File: src/rtl/gtk_pkg.sv
// ----------------------------------------------------------------------------
// gtk_pkg: shared types and constants of the top-k winner selector
// Fixed field widths and the control group that drives every cell.
// ----------------------------------------------------------------------------
package gtk_pkg;

	// width of the winner count register
	localparam int WC_W   = 6;
	// width of the rank field on the result beat
	localparam int RANK_W = 5;

	// per-cycle command broadcast along the cell chain
	typedef struct packed {
		logic insert;   // an input beat is taken this cycle
		logic drain;    // shift the chain toward the output by one place
	} gtk_ctrl_t;

endpackage

File: src/rtl/gtk_cell.sv
// ----------------------------------------------------------------------------
// gtk_cell: one place of the sorted winner list
// Compares the broadcast score with its own entry, takes the new entry or its
// upper neighbor's on insert, and takes its lower neighbor's on drain.
// ----------------------------------------------------------------------------
module gtk_cell import gtk_pkg::*; #(
	parameter int IDX_W   = 12,
	parameter int SCORE_W = 32
) (
	input  logic               clk,
	input  logic               arst_n,
	input  gtk_ctrl_t          ctrl,
	input  logic               en,
	input  logic [SCORE_W-1:0] new_score,
	input  logic [IDX_W-1:0]   new_index,
	input  logic               prev_wins,
	input  logic               prev_valid,
	input  logic [SCORE_W-1:0] prev_score,
	input  logic [IDX_W-1:0]   prev_index,
	input  logic               next_valid,
	input  logic [SCORE_W-1:0] next_score,
	input  logic [IDX_W-1:0]   next_index,
	output logic               wins,
	output logic               valid,
	output logic [SCORE_W-1:0] score,
	output logic [IDX_W-1:0]   index
);

	logic               valid_q;
	logic [SCORE_W-1:0] score_q;
	logic [IDX_W-1:0]   index_q;

	// new entry belongs at or above this place (ties keep the earlier column)
	assign wins = !valid_q || (new_score > score_q);

	// occupancy
	always_ff @(posedge clk or negedge arst_n) begin
		if (!arst_n) begin
			valid_q <= 1'b0;
		end else if (ctrl.insert) begin
			if (!en) begin
				valid_q <= 1'b0;
			end else if (wins) begin
				valid_q <= prev_wins ? prev_valid : 1'b1;
			end
		end else if (ctrl.drain) begin
			valid_q <= next_valid;
		end
	end

	// entry payload
	always_ff @(posedge clk) begin
		if (ctrl.insert) begin
			if (en && wins) begin
				if (prev_wins) begin
					score_q <= prev_score;
					index_q <= prev_index;
				end else begin
					score_q <= new_score;
					index_q <= new_index;
				end
			end
		end else if (ctrl.drain) begin
			score_q <= next_score;
			index_q <= next_index;
		end
	end

	assign valid = valid_q;
	assign score = score_q;
	assign index = index_q;

endmodule

File: config.mk
export PLATFORM = sky130hd
export DESIGN_NAME = gtk_cell
export DESIGN_NICKNAME = d
export VERILOG_FILES = /design/src/rtl/gtk_pkg.sv /design/src/rtl/gtk_cell.sv
export SDC_FILE = /design/constraint.sdc
export NUM_CORES = 1
export LEC_CHECK = 0
export ABC_AREA = 1
export BUFFER_PORTS_ARGS = -buffer_cell sky130_fd_sc_hd__buf_2
export CAP_MARGIN = 10
export CELL_PAD_IN_SITES_DETAIL_PLACEMENT = 1
export CELL_PAD_IN_SITES_GLOBAL_PLACEMENT = 2
export CORE_MARGIN = 3
export CORE_UTILIZATION = 20
export CTS_CLUSTER_DIAMETER = 60
export DETAILED_ROUTE_END_ITERATION = 12
export GPL_ROUTABILITY_DRIVEN = 0
export PLACE_DENSITY_LB_ADDON = 0.1
export SETUP_SLACK_MARGIN = 0.02
export SLEW_MARGIN = 10
export SYNTH_ARGS = -nofsm -noshare
export SYNTH_HDL_FRONTEND = slang
export SYNTH_SLANG_ARGS = --single-unit
File: constraint.sdc
create_clock -name clk -period 3.2 [get_ports clk]
set_clock_uncertainty 0.2 [all_clocks]
set_input_delay 0.64 -clock clk [delete_from_list [all_inputs] [get_ports clk]]
set_output_delay 0.64 -clock clk [all_outputs]
set_load 0.01 [all_outputs]
==> results.md, run 1 <==
* Cell total after placement at 785
* Worst Hold Class: reg -> reg
* Drt via density at 4.19
* CP Max Fanout at 2
* Slew @ Worst Pin at 0.720 ns
* Clk_lat worst skew at 0.30 ns
* Hold Violations, Final at 0
* First-pass GRT wire length at 18700 um
* Post-synth EDFFs at 44
* Worst Path Arrival at 1.96 ns
* Pre-CTS WS at 0.301 ns
* Post-synth top area cell: edfxtp_1
* Most common cell after layout, fill and taps aside: buf_2
* Max-slew headroom at 0.519
* # diodes at 0
* Total GRT Usage at 0.137
* CTS tree: built
* PostCTS Resize Cnt at 0
* # port buffers at 185
* Initial antenna violation count at 0
* Area occupied by multi-input gates at 1560 sq um
* Status: completed
* Clock-pin transition on the worst setup and hold timing paths at 0.07 ns
* Storage cell area at 1350 sq um
* Final worst slack at 0.396 ns
* Post-synthesis instance total at 400
* Sequential area share after synthesis at 0.429
* Slowest CP cell: ha_1
* Routed wire length at 11800 um
* Fin area at 4480 sq um
* Fraction of layout cells with a size suffix above 1 at 0.360
* Crit path cell chain: buf_2, ha_1, nand2_1, nor2_1, nand2_1, nand2_1, nand2_1, nand2_1, nand2_1, nand2_1, nand2_2, nand2_2, buf_2
* Top_reg_cell synth: edfxtp_1
* First drt pass iteration count at 4
* CTS sink count at 45
* #FFs+latches synth at 45
* Slew Viols, Final at 0
* Ranking of synthesized cells by area: edfxtp_1 (42%), o21ai_0 (14%), ha_1 (13%), nand2_1 (10%), nor2_1 (6.5%)
* Site Rows at 45
* IO Count at 186
* F_max at 357 MHz
* Core area at 15300 sq um
* Antenna Violating Nets Remaining at 0
* Total setup buffers inserted after CTS at 0
* Final-layout fill cell count at 1898
* Post-route insts no fill at 794
* Die height at 131 um
* Die Wd at 131 um
* Final TNS setup at 0 ns
* CP required at 2.36 ns
* Async S/R FF share, synth at 0.0222
* Mapped Nets at 572
* Post-DR wirelength/cell at 14.9 um
* Most frequent cells in the layout: buf_2 (185), o21ai_0 (87), nand2_1 (87)
* DRC viols at 0
* Pwr dens at 395 nW/um^2
* Iteration-0 DRC Markers at 78
* Post-Syn Area at 3140 sq um
* Number of global-route vias before repair at 3556
* CTS Buffer Depth at 2
* Avg Inst Size Synth at 7.84 sq um
* Ys Warns at 0
* Final setup fails at 0
* Final period util at 0.876
* Post-DP HPWL at 9130 um
* Crit end category: output pin
* Post-route minimum period at 2.80 ns
* TritonCTS buffer count at 5
* Vias at 3325
* Peak VDD IR at 0.178 mV
* Worst Path Class, Setup: in -> out
* Initial Util at 0.205
* Synth top area share at 0.421
* CP max stage delay at 0.29 ns
* Final net count at 754
* Largest net degree at the start of global routing at 45
* RSZ-0062 raised after global routing: false
* Top cell by count, worst path: nand2_1
* GRT overflow at 0
* Root buffer cell: clkbuf_16
* Max H-tree Level at 2
* Crit start category: primary input
* Die area at 17200 sq um
* Placed Area at 4320 sq um
* Max Cap Viol at 0
* Area Overhead vs Synth at 42.9%
* Yosys cell types at 21
* Leakage at 2.22 nW
-- power breakdown --
group	internal, W	switching, W
combinational	0.000203	0.000273
clock	0.000290	0.000255
sequential	0.000725	0.0000258
total	0.00122	0.000554
-- through the flow --
| step | utilization | power, W | hold slack (ns) |
|---|---|---|---|
| after floorplan | - | 0.00101 | 0.144 |
| after global placement | 0.283 | 0.00125 | 0.216 |
| after detailed placement | 0.283 | 0.00126 | 0.220 |
| after CTS | 0.294 | 0.00183 | 0.377 |
| after global routing | 0.294 | 0.00191 | 0.405 |
| final | 0.294 | 0.00177 | 0.376 |
-- path summary, 6_finish.rpt --
check / slack (ns) / cells after the start / from / endpoint
min in group asynchronous: 0.47 / 2 / arst_n / valid
max: 0.40 / 13 / new_score[7] / wins
max reg2reg: 0.72 / 15 / score[7] / score[9]
min reg2reg: 0.38 / 2 / valid / valid
max in group asynchronous: 2.24 / 2 / arst_n / valid
min: 0.38 / 2 / valid / valid
-- logic make-up after synthesis --
| family | count (synthesis) | share of synthesized area |
|---|---|---|
| AND/OR/NAND/NOR | 154 | 0.193 |
| AO/OA/AOI/OAI | 107 | 0.174 |
| buffers and inverters | 62 | 0.0762 |
| flip-flops | 45 | 0.429 |
| adder cells (fa/ha/maj) | 32 | 0.128 |
-- what timing repair did --
| item | in CTS | in global routing |
|---|---|---|
| endpoints found under the hold margin | 1 | 0 |
| hold buffers | 1 | 0 |
| setup endpoints to repair | 0 | 0 |
-- Yosys cell counts, types with 2 or more instances --
cell type	instances
a21oi_1	13
buf_2	5
clkbuf_1	12
edfxtp_1	44
ha_1	32
inv_1	41
inv_2	2
nand2_1	87
nand2_2	3
nand3_1	4
nand4_1	2
nor2_1	54
nor2_2	4
o21ai_0	87
o21ai_1	4
-- worst max-delay path: cells and delay by family --
family | cells | cell delay, ns
AND/OR/NAND/NOR | 10 | 0.77
buffers and inverters | 2 | 0.25
adder cells (fa/ha/maj) | 1 | 0.29
-- area by class of cell --
type | count | area share
multi-input combinational | 293 | 0.348
clock buffer | 5 | 0.0279
sequential | 45 | 0.300
timing repair buffer | 193 | 0.223
clock inverter | 3 | 0.00503
tap | 211 | 0.0589
inverter | 44 | 0.0369
-- flip-flops by register name, indices dropped and copies added (netlist names) --
name   count
index     12
score     32
valid      1
-- per-layer routing --
| layer | wire, um | track usage | vias to the layer above |
|---|---|---|---|
| met1 | 5040 | 0.163 | 1528 |
| met4 | 101 | 0.0263 | 0 |
| li1 | - | - | 1697 |
| met3 | 771 | 0.0452 | 6 |
| met5 | 0 | 0 | - |
| met2 | 5920 | 0.243 | 94 |
Power figures use the tool's default switching activity.
==> run 2, diff against run 1 <==
Settings changed: RECOVER_POWER set to 50.
==> run 2 against run 1 <==
Effect of this change: critical path depth unchanged; clock power about the same; register-to-register slack about the same; sequential power about the same; worst setup slack improved by 0.0024 ns; fmax about the same; die area unchanged; count of clock-buffer cells in the layout unchanged; power decreased by 0.71%; utilization decreased by 0.38 points; cell area decreased by 1.3%; combinational power decreased by 3%; critical path type unchanged; critical endpoint unchanged; largest power group unchanged.
==> results.md, run 2 (synthesized netlist as in run 1, its figures left out) <==
* Worst Hold Class: reg -> reg
* Worst Reg-to-Reg Cells at 15
* Hold Violations, Final at 0
* Die area at 17200 sq um
* Final setup fails at 0
* Storage cell area at 1350 sq um
* Worst reg2reg setup slack at 0.72 ns
* RSZ-0062 raised after global routing: false
* Slew Viols, Final at 0
* Hold Slack at 0.379 ns
* Hold depth at 2
* Psw at 0.000556 W
* Total setup buffers inserted after CTS at 0
* Die Wd at 131 um
* Clk_lat worst skew at 0.30 ns
* Slew @ Worst Pin at 0.858 ns
* Clock-pin transition on the worst setup and hold timing paths at 0.07 ns
* Pwr dens at 398 nW/um^2
* Root buffer cell: clkbuf_16
* Vias at 3330
* Initial Util at 0.205
* First-pass GRT wire length at 18700 um
* Final-layout fill cell count at 1915
* Total GRT Usage at 0.137
* Most common cell after layout, fill and taps aside: buf_2
* Max Cap Viol at 0
* TritonCTS buffer count at 5
* Pwr Total at 0.00176 W
* # diodes at 0
* Most frequent cells in the layout: buf_2 (139), o21ai_0 (89), nand2_1 (87)
* Leakage at 2.09 nW
* Switching Share at 0.316
* HP Start: valid
* Crit start category: primary input
* # port buffers at 185
* Post-DR wirelength/cell at 14.9 um
* Die height at 131 um
* Antenna Violating Nets Remaining at 0
* Max-slew headroom at 0.427
* Final net count at 754
* Placed Area at 4320 sq um
* Worst Hold Endpoint: valid
* Worst Path Class, Setup: in -> out
* CTS Buffer Depth at 2
* CP required at 2.36 ns
* Comb pwr share at 0.262
* Final period util at 0.875
* Worst R2R End: score[9]
* Peak VDD IR at 0.178 mV
* Largest net degree at the start of global routing at 45
* Fin area at 4420 sq um
* Clock share of power at 0.310
* Max H-tree Level at 2
* Max reg flops at 32
* Crit end category: output pin
* Status: completed
* Post-route minimum period at 2.80 ns
* Drt via density at 4.19
* Final worst slack at 0.398 ns
* Fraction of layout cells with a size suffix above 1 at 0.280
* CP Max Fanout at 2
* Final TNS setup at 0 ns
* IO Count at 186
* Iteration-0 DRC Markers at 73
* Post-DP HPWL at 9130 um
* GRT overflow at 0
* F_max at 357 MHz
* Core area at 15300 sq um
* DRC viols at 0
* Number of global-route vias before repair at 3556
* Pre-CTS WS at 0.301 ns
* Routed wire length at 11900 um
* Internal power at 0.00120 W
* CTS sink count at 45
* CTS tree: built
* Area Overhead vs Synth at 41.1%
* Sequential share of power at 0.428
* Worst Path Arrival at 1.96 ns
* Site Rows at 45
* Initial antenna violation count at 0
* R2r startpoint: score[7]
* First drt pass iteration count at 4
* Area occupied by multi-input gates at 1560 sq um
run 2: metrics by stage:
stage,std cells,utilization
2_1_floorplan,400,-
3_3_place_gp,785,0.283
3_5_place_dp,785,0.283
4_1_cts,794,0.294
5_1_grt,794,0.290
6_report,794,0.290
run 2: layer usage:
layer | up-vias | GRT usage | wire length (um)
met5 | - | 0 | 0
met4 | 0 | 0.0263 | 101
met3 | 6 | 0.0452 | 779
met2 | 94 | 0.243 | 5940
met1 | 1533 | 0.163 | 5050
li1 | 1697 | - | -
run 2: repair_timing:
item / in CTS / in global routing
hold buffers: 1 / 0
endpoints found under the hold margin: 1 / 0
gates resized for setup: 0 / 0
run 2: power groups by stage:
stage | logic [W] | registers, W | clock network [W]
CTS | 0.000496 | 0.000753 | 0.000578
global route | 0.000538 | 0.000763 | 0.000595
floorplan | 0.000216 | 0.000795 | 0
finish | 0.000461 | 0.000753 | 0.000545
detailed placement | 0.000492 | 0.000766 | 0
global placement | 0.000488 | 0.000763 | 0
run 2: worst max path at each step:
| stage | startpoint | end | slack [ns] | cells past startpoint |
|---|---|---|---|---|
| after floorplan | new_score[23] | index[0] | 0.21 | 11 |
| after global placement | new_score[7] | score[9] | 0.34 | 15 |
| after detailed placement | new_score[7] | score[8] | 0.30 | 15 |
| after CTS | new_score[7] | wins | 0.33 | 13 |
| after global routing | score[7] | wins | 0.17 | 13 |
| final | new_score[7] | wins | 0.40 | 13 |
run 2: cell type report:
type | instances | share of cell area
flip-flops and latches | 45 | 0.304
well taps | 211 | 0.0597
multi-input cells | 293 | 0.352
inverters | 44 | 0.0373
clock buffers | 5 | 0.0283
repair buffers | 193 | 0.213
clock inverters | 3 | 0.00509
run 2: worst max-delay path, cell delays in order:
cell     delay (ns)
buf_2          0.11
ha_1           0.29
nand2_1        0.08
nor2_1         0.17
nand2_1        0.07
nand2_1        0.08
nand2_1        0.05
nand2_1        0.07
nand2_1        0.05
nand2_1        0.06
nand2_2        0.06
nand2_2        0.06
buf_2          0.14
==> run 3, diff against run 2 <==
Settings changed: REMOVE_ABC_BUFFERS set to 1.
==> run 3 against run 2 <==
Effect of this change: the flow now finishes with violations (max-capacitance violations, max-slew violations); register-to-register slack improved by 0.05 ns; die area unchanged; cell area barely moved; fmax shrank 0.17%; clock power increased by 13%; critical path depth shrank 2; flip-flop and latch count stayed put; critical endpoint unchanged; largest cell class unchanged.
==> results.md, run 3 (synthesized netlist as in run 1, its figures left out) <==
* Status: complete, but fails checks
* Violated checks: max-capacitance violations, max-slew violations
* Slew @ Worst Pin at 1.66 ns
* CP max stage delay at 0.31 ns
* Most frequent cells in the layout: buf_2 (138), o21ai_0 (90), nand2_1 (87)
* Clock share of power at 0.338
* Hold Slack at 0.379 ns
* Die Wd at 131 um
* Final net count at 751
* Max H-tree Level at 2
* Total setup buffers inserted after CTS at 0
* Die area at 17200 sq um
* CP Max Fanout at 2
* Core area at 15300 sq um
* F_max at 356 MHz
* Placed Area at 4300 sq um
* Most common cell after layout, fill and taps aside: buf_2
* Switching Share at 0.301
* CTS sink count at 45
* Worst Hold Class: reg -> reg
* Slowest CP cell: ha_1
* Sequential share of power at 0.412
* Final-layout fill cell count at 1904
* First drt pass iteration count at 4
* Worst Path Arrival at 1.97 ns
* Final period util at 0.877
* Max reg flops at 32
* Psw at 0.000552 W
* Fraction of layout cells with a size suffix above 1 at 0.274
* TritonCTS buffer count at 5
* Comb pwr share at 0.251
* Top cell by count, worst path: nand2_1
* Max Cap Viol at 1
* Post-DR wirelength/cell at 15.0 um
* Number of global-route vias before repair at 3662
* Leakage at 2.09 nW
* GRT overflow at 0
* Crit start category: primary input
* Die height at 131 um
* Crit end category: output pin
* Site Rows at 45
* CTS tree: built
* Root buffer cell: clkbuf_16
* Post-DP HPWL at 8860 um
* Routed wire length at 11900 um
* # port buffers at 185
* Vias at 3349
* RSZ-0062 raised after global routing: false
* Peak VDD IR at 0.188 mV
* Antenna Violating Nets Remaining at 0
* Slew Viols, Final at 46
* Fin area at 4420 sq um
* Largest net degree at the start of global routing at 46
* Max-slew headroom at -0.107
* DRC viols at 0
* Worst Path Class, Setup: in -> out
* IO Count at 186
* CTS Buffer Depth at 2
* Hold Violations, Final at 0
* Total GRT Usage at 0.137
* Pwr dens at 414 nW/um^2
* Drt via density at 4.23
* Area Overhead vs Synth at 41.1%
* Crit path cell chain: buf_2, ha_1, a21oi_1, o21ai_0, nand2_1, nand2_1, a21oi_1, nand2_1, nand2_2, nand2_2, buf_2
* Initial Util at 0.205
* Initial antenna violation count at 3
* Final setup fails at 0
* CP required at 2.36 ns
* First-pass GRT wire length at 18900 um
* Post-route minimum period at 2.81 ns
* Clk_lat worst skew at 0.30 ns
* Iteration-0 DRC Markers at 84
* Clock-pin transition on the worst setup and hold timing paths at 0.07 ns
* Internal power at 0.00128 W
run 3: timing repair:
item | in CTS | in global routing
endpoints found under the hold margin | 1 | 0
setup endpoints to repair | 0 | 0
hold buffers | 1 | 0
gates resized for setup | 0 | 0
run 3: per-layer routing:
metal | track usage | vias up | share of wire
met5 | 0 | - | 0.0018
met4 | 0.0286 | 4 | 0.012
met3 | 0.0609 | 11 | 0.093
li1 | - | 1689 | -
met1 | 0.164 | 1532 | 0.43
met2 | 0.230 | 113 | 0.46
run 3: per-stage QoR:
stage	setup TNS (ns)	setup WS [ns]	util	instances	total power (W)
finish	0	0.394	0.290	792	0.00183
global route	0	0.176	0.290	792	0.00196
CTS	0	0.324	0.293	791	0.00189
detailed placement	0	0.335	0.282	782	0.00125
global placement	0	0.359	0.282	782	0.00125
floorplan	-13.96	-0.317	-	382	0.000996
run 3: worst max-delay path, delay by kind of cell:
kind            cells  cell delay, ns
simple gates        5            0.35
buf+inv             2            0.27
compound gates      3            0.41
fa+ha+maj           1            0.31
run 3: power by group through the flow:
stage	Sequential, W	Clock (W)	Combinational (W)
2_1_floorplan	0.000796	0	0.000200
3_3_place_gp	0.000765	0	0.000480
3_5_place_dp	0.000766	0	0.000487
4_1_cts	0.000754	0.000643	0.000491
5_1_grt	0.000762	0.000661	0.000537
6_report	0.000754	0.000618	0.000459
run 3: final timing paths:
path                                    start        to  slack (ns)  cells after the start
worst min-delay path                    valid     valid        0.38                      2
worst max-delay path            new_score[27]      wins        0.39                     11
worst min register to register          valid     valid        0.38                      2
worst max register to register      score[27]  index[3]        0.77                     13
max in group asynchronous              arst_n     valid        2.26                      2
min in group asynchronous              arst_n     valid        0.45                      2
run 3: final cells by class:
type | count | area (sq um) | share of cell area
inverter | 44 | 165 | 0.0373
sequential | 45 | 1350 | 0.304
timing repair buffer | 190 | 921 | 0.208
antenna | 1 | 2.50 | 0.000566
multi-input combinational | 293 | 1560 | 0.352
clock buffer | 5 | 125 | 0.0283
clock inverter | 3 | 41.3 | 0.00934
tap | 211 | 264 | 0.0597
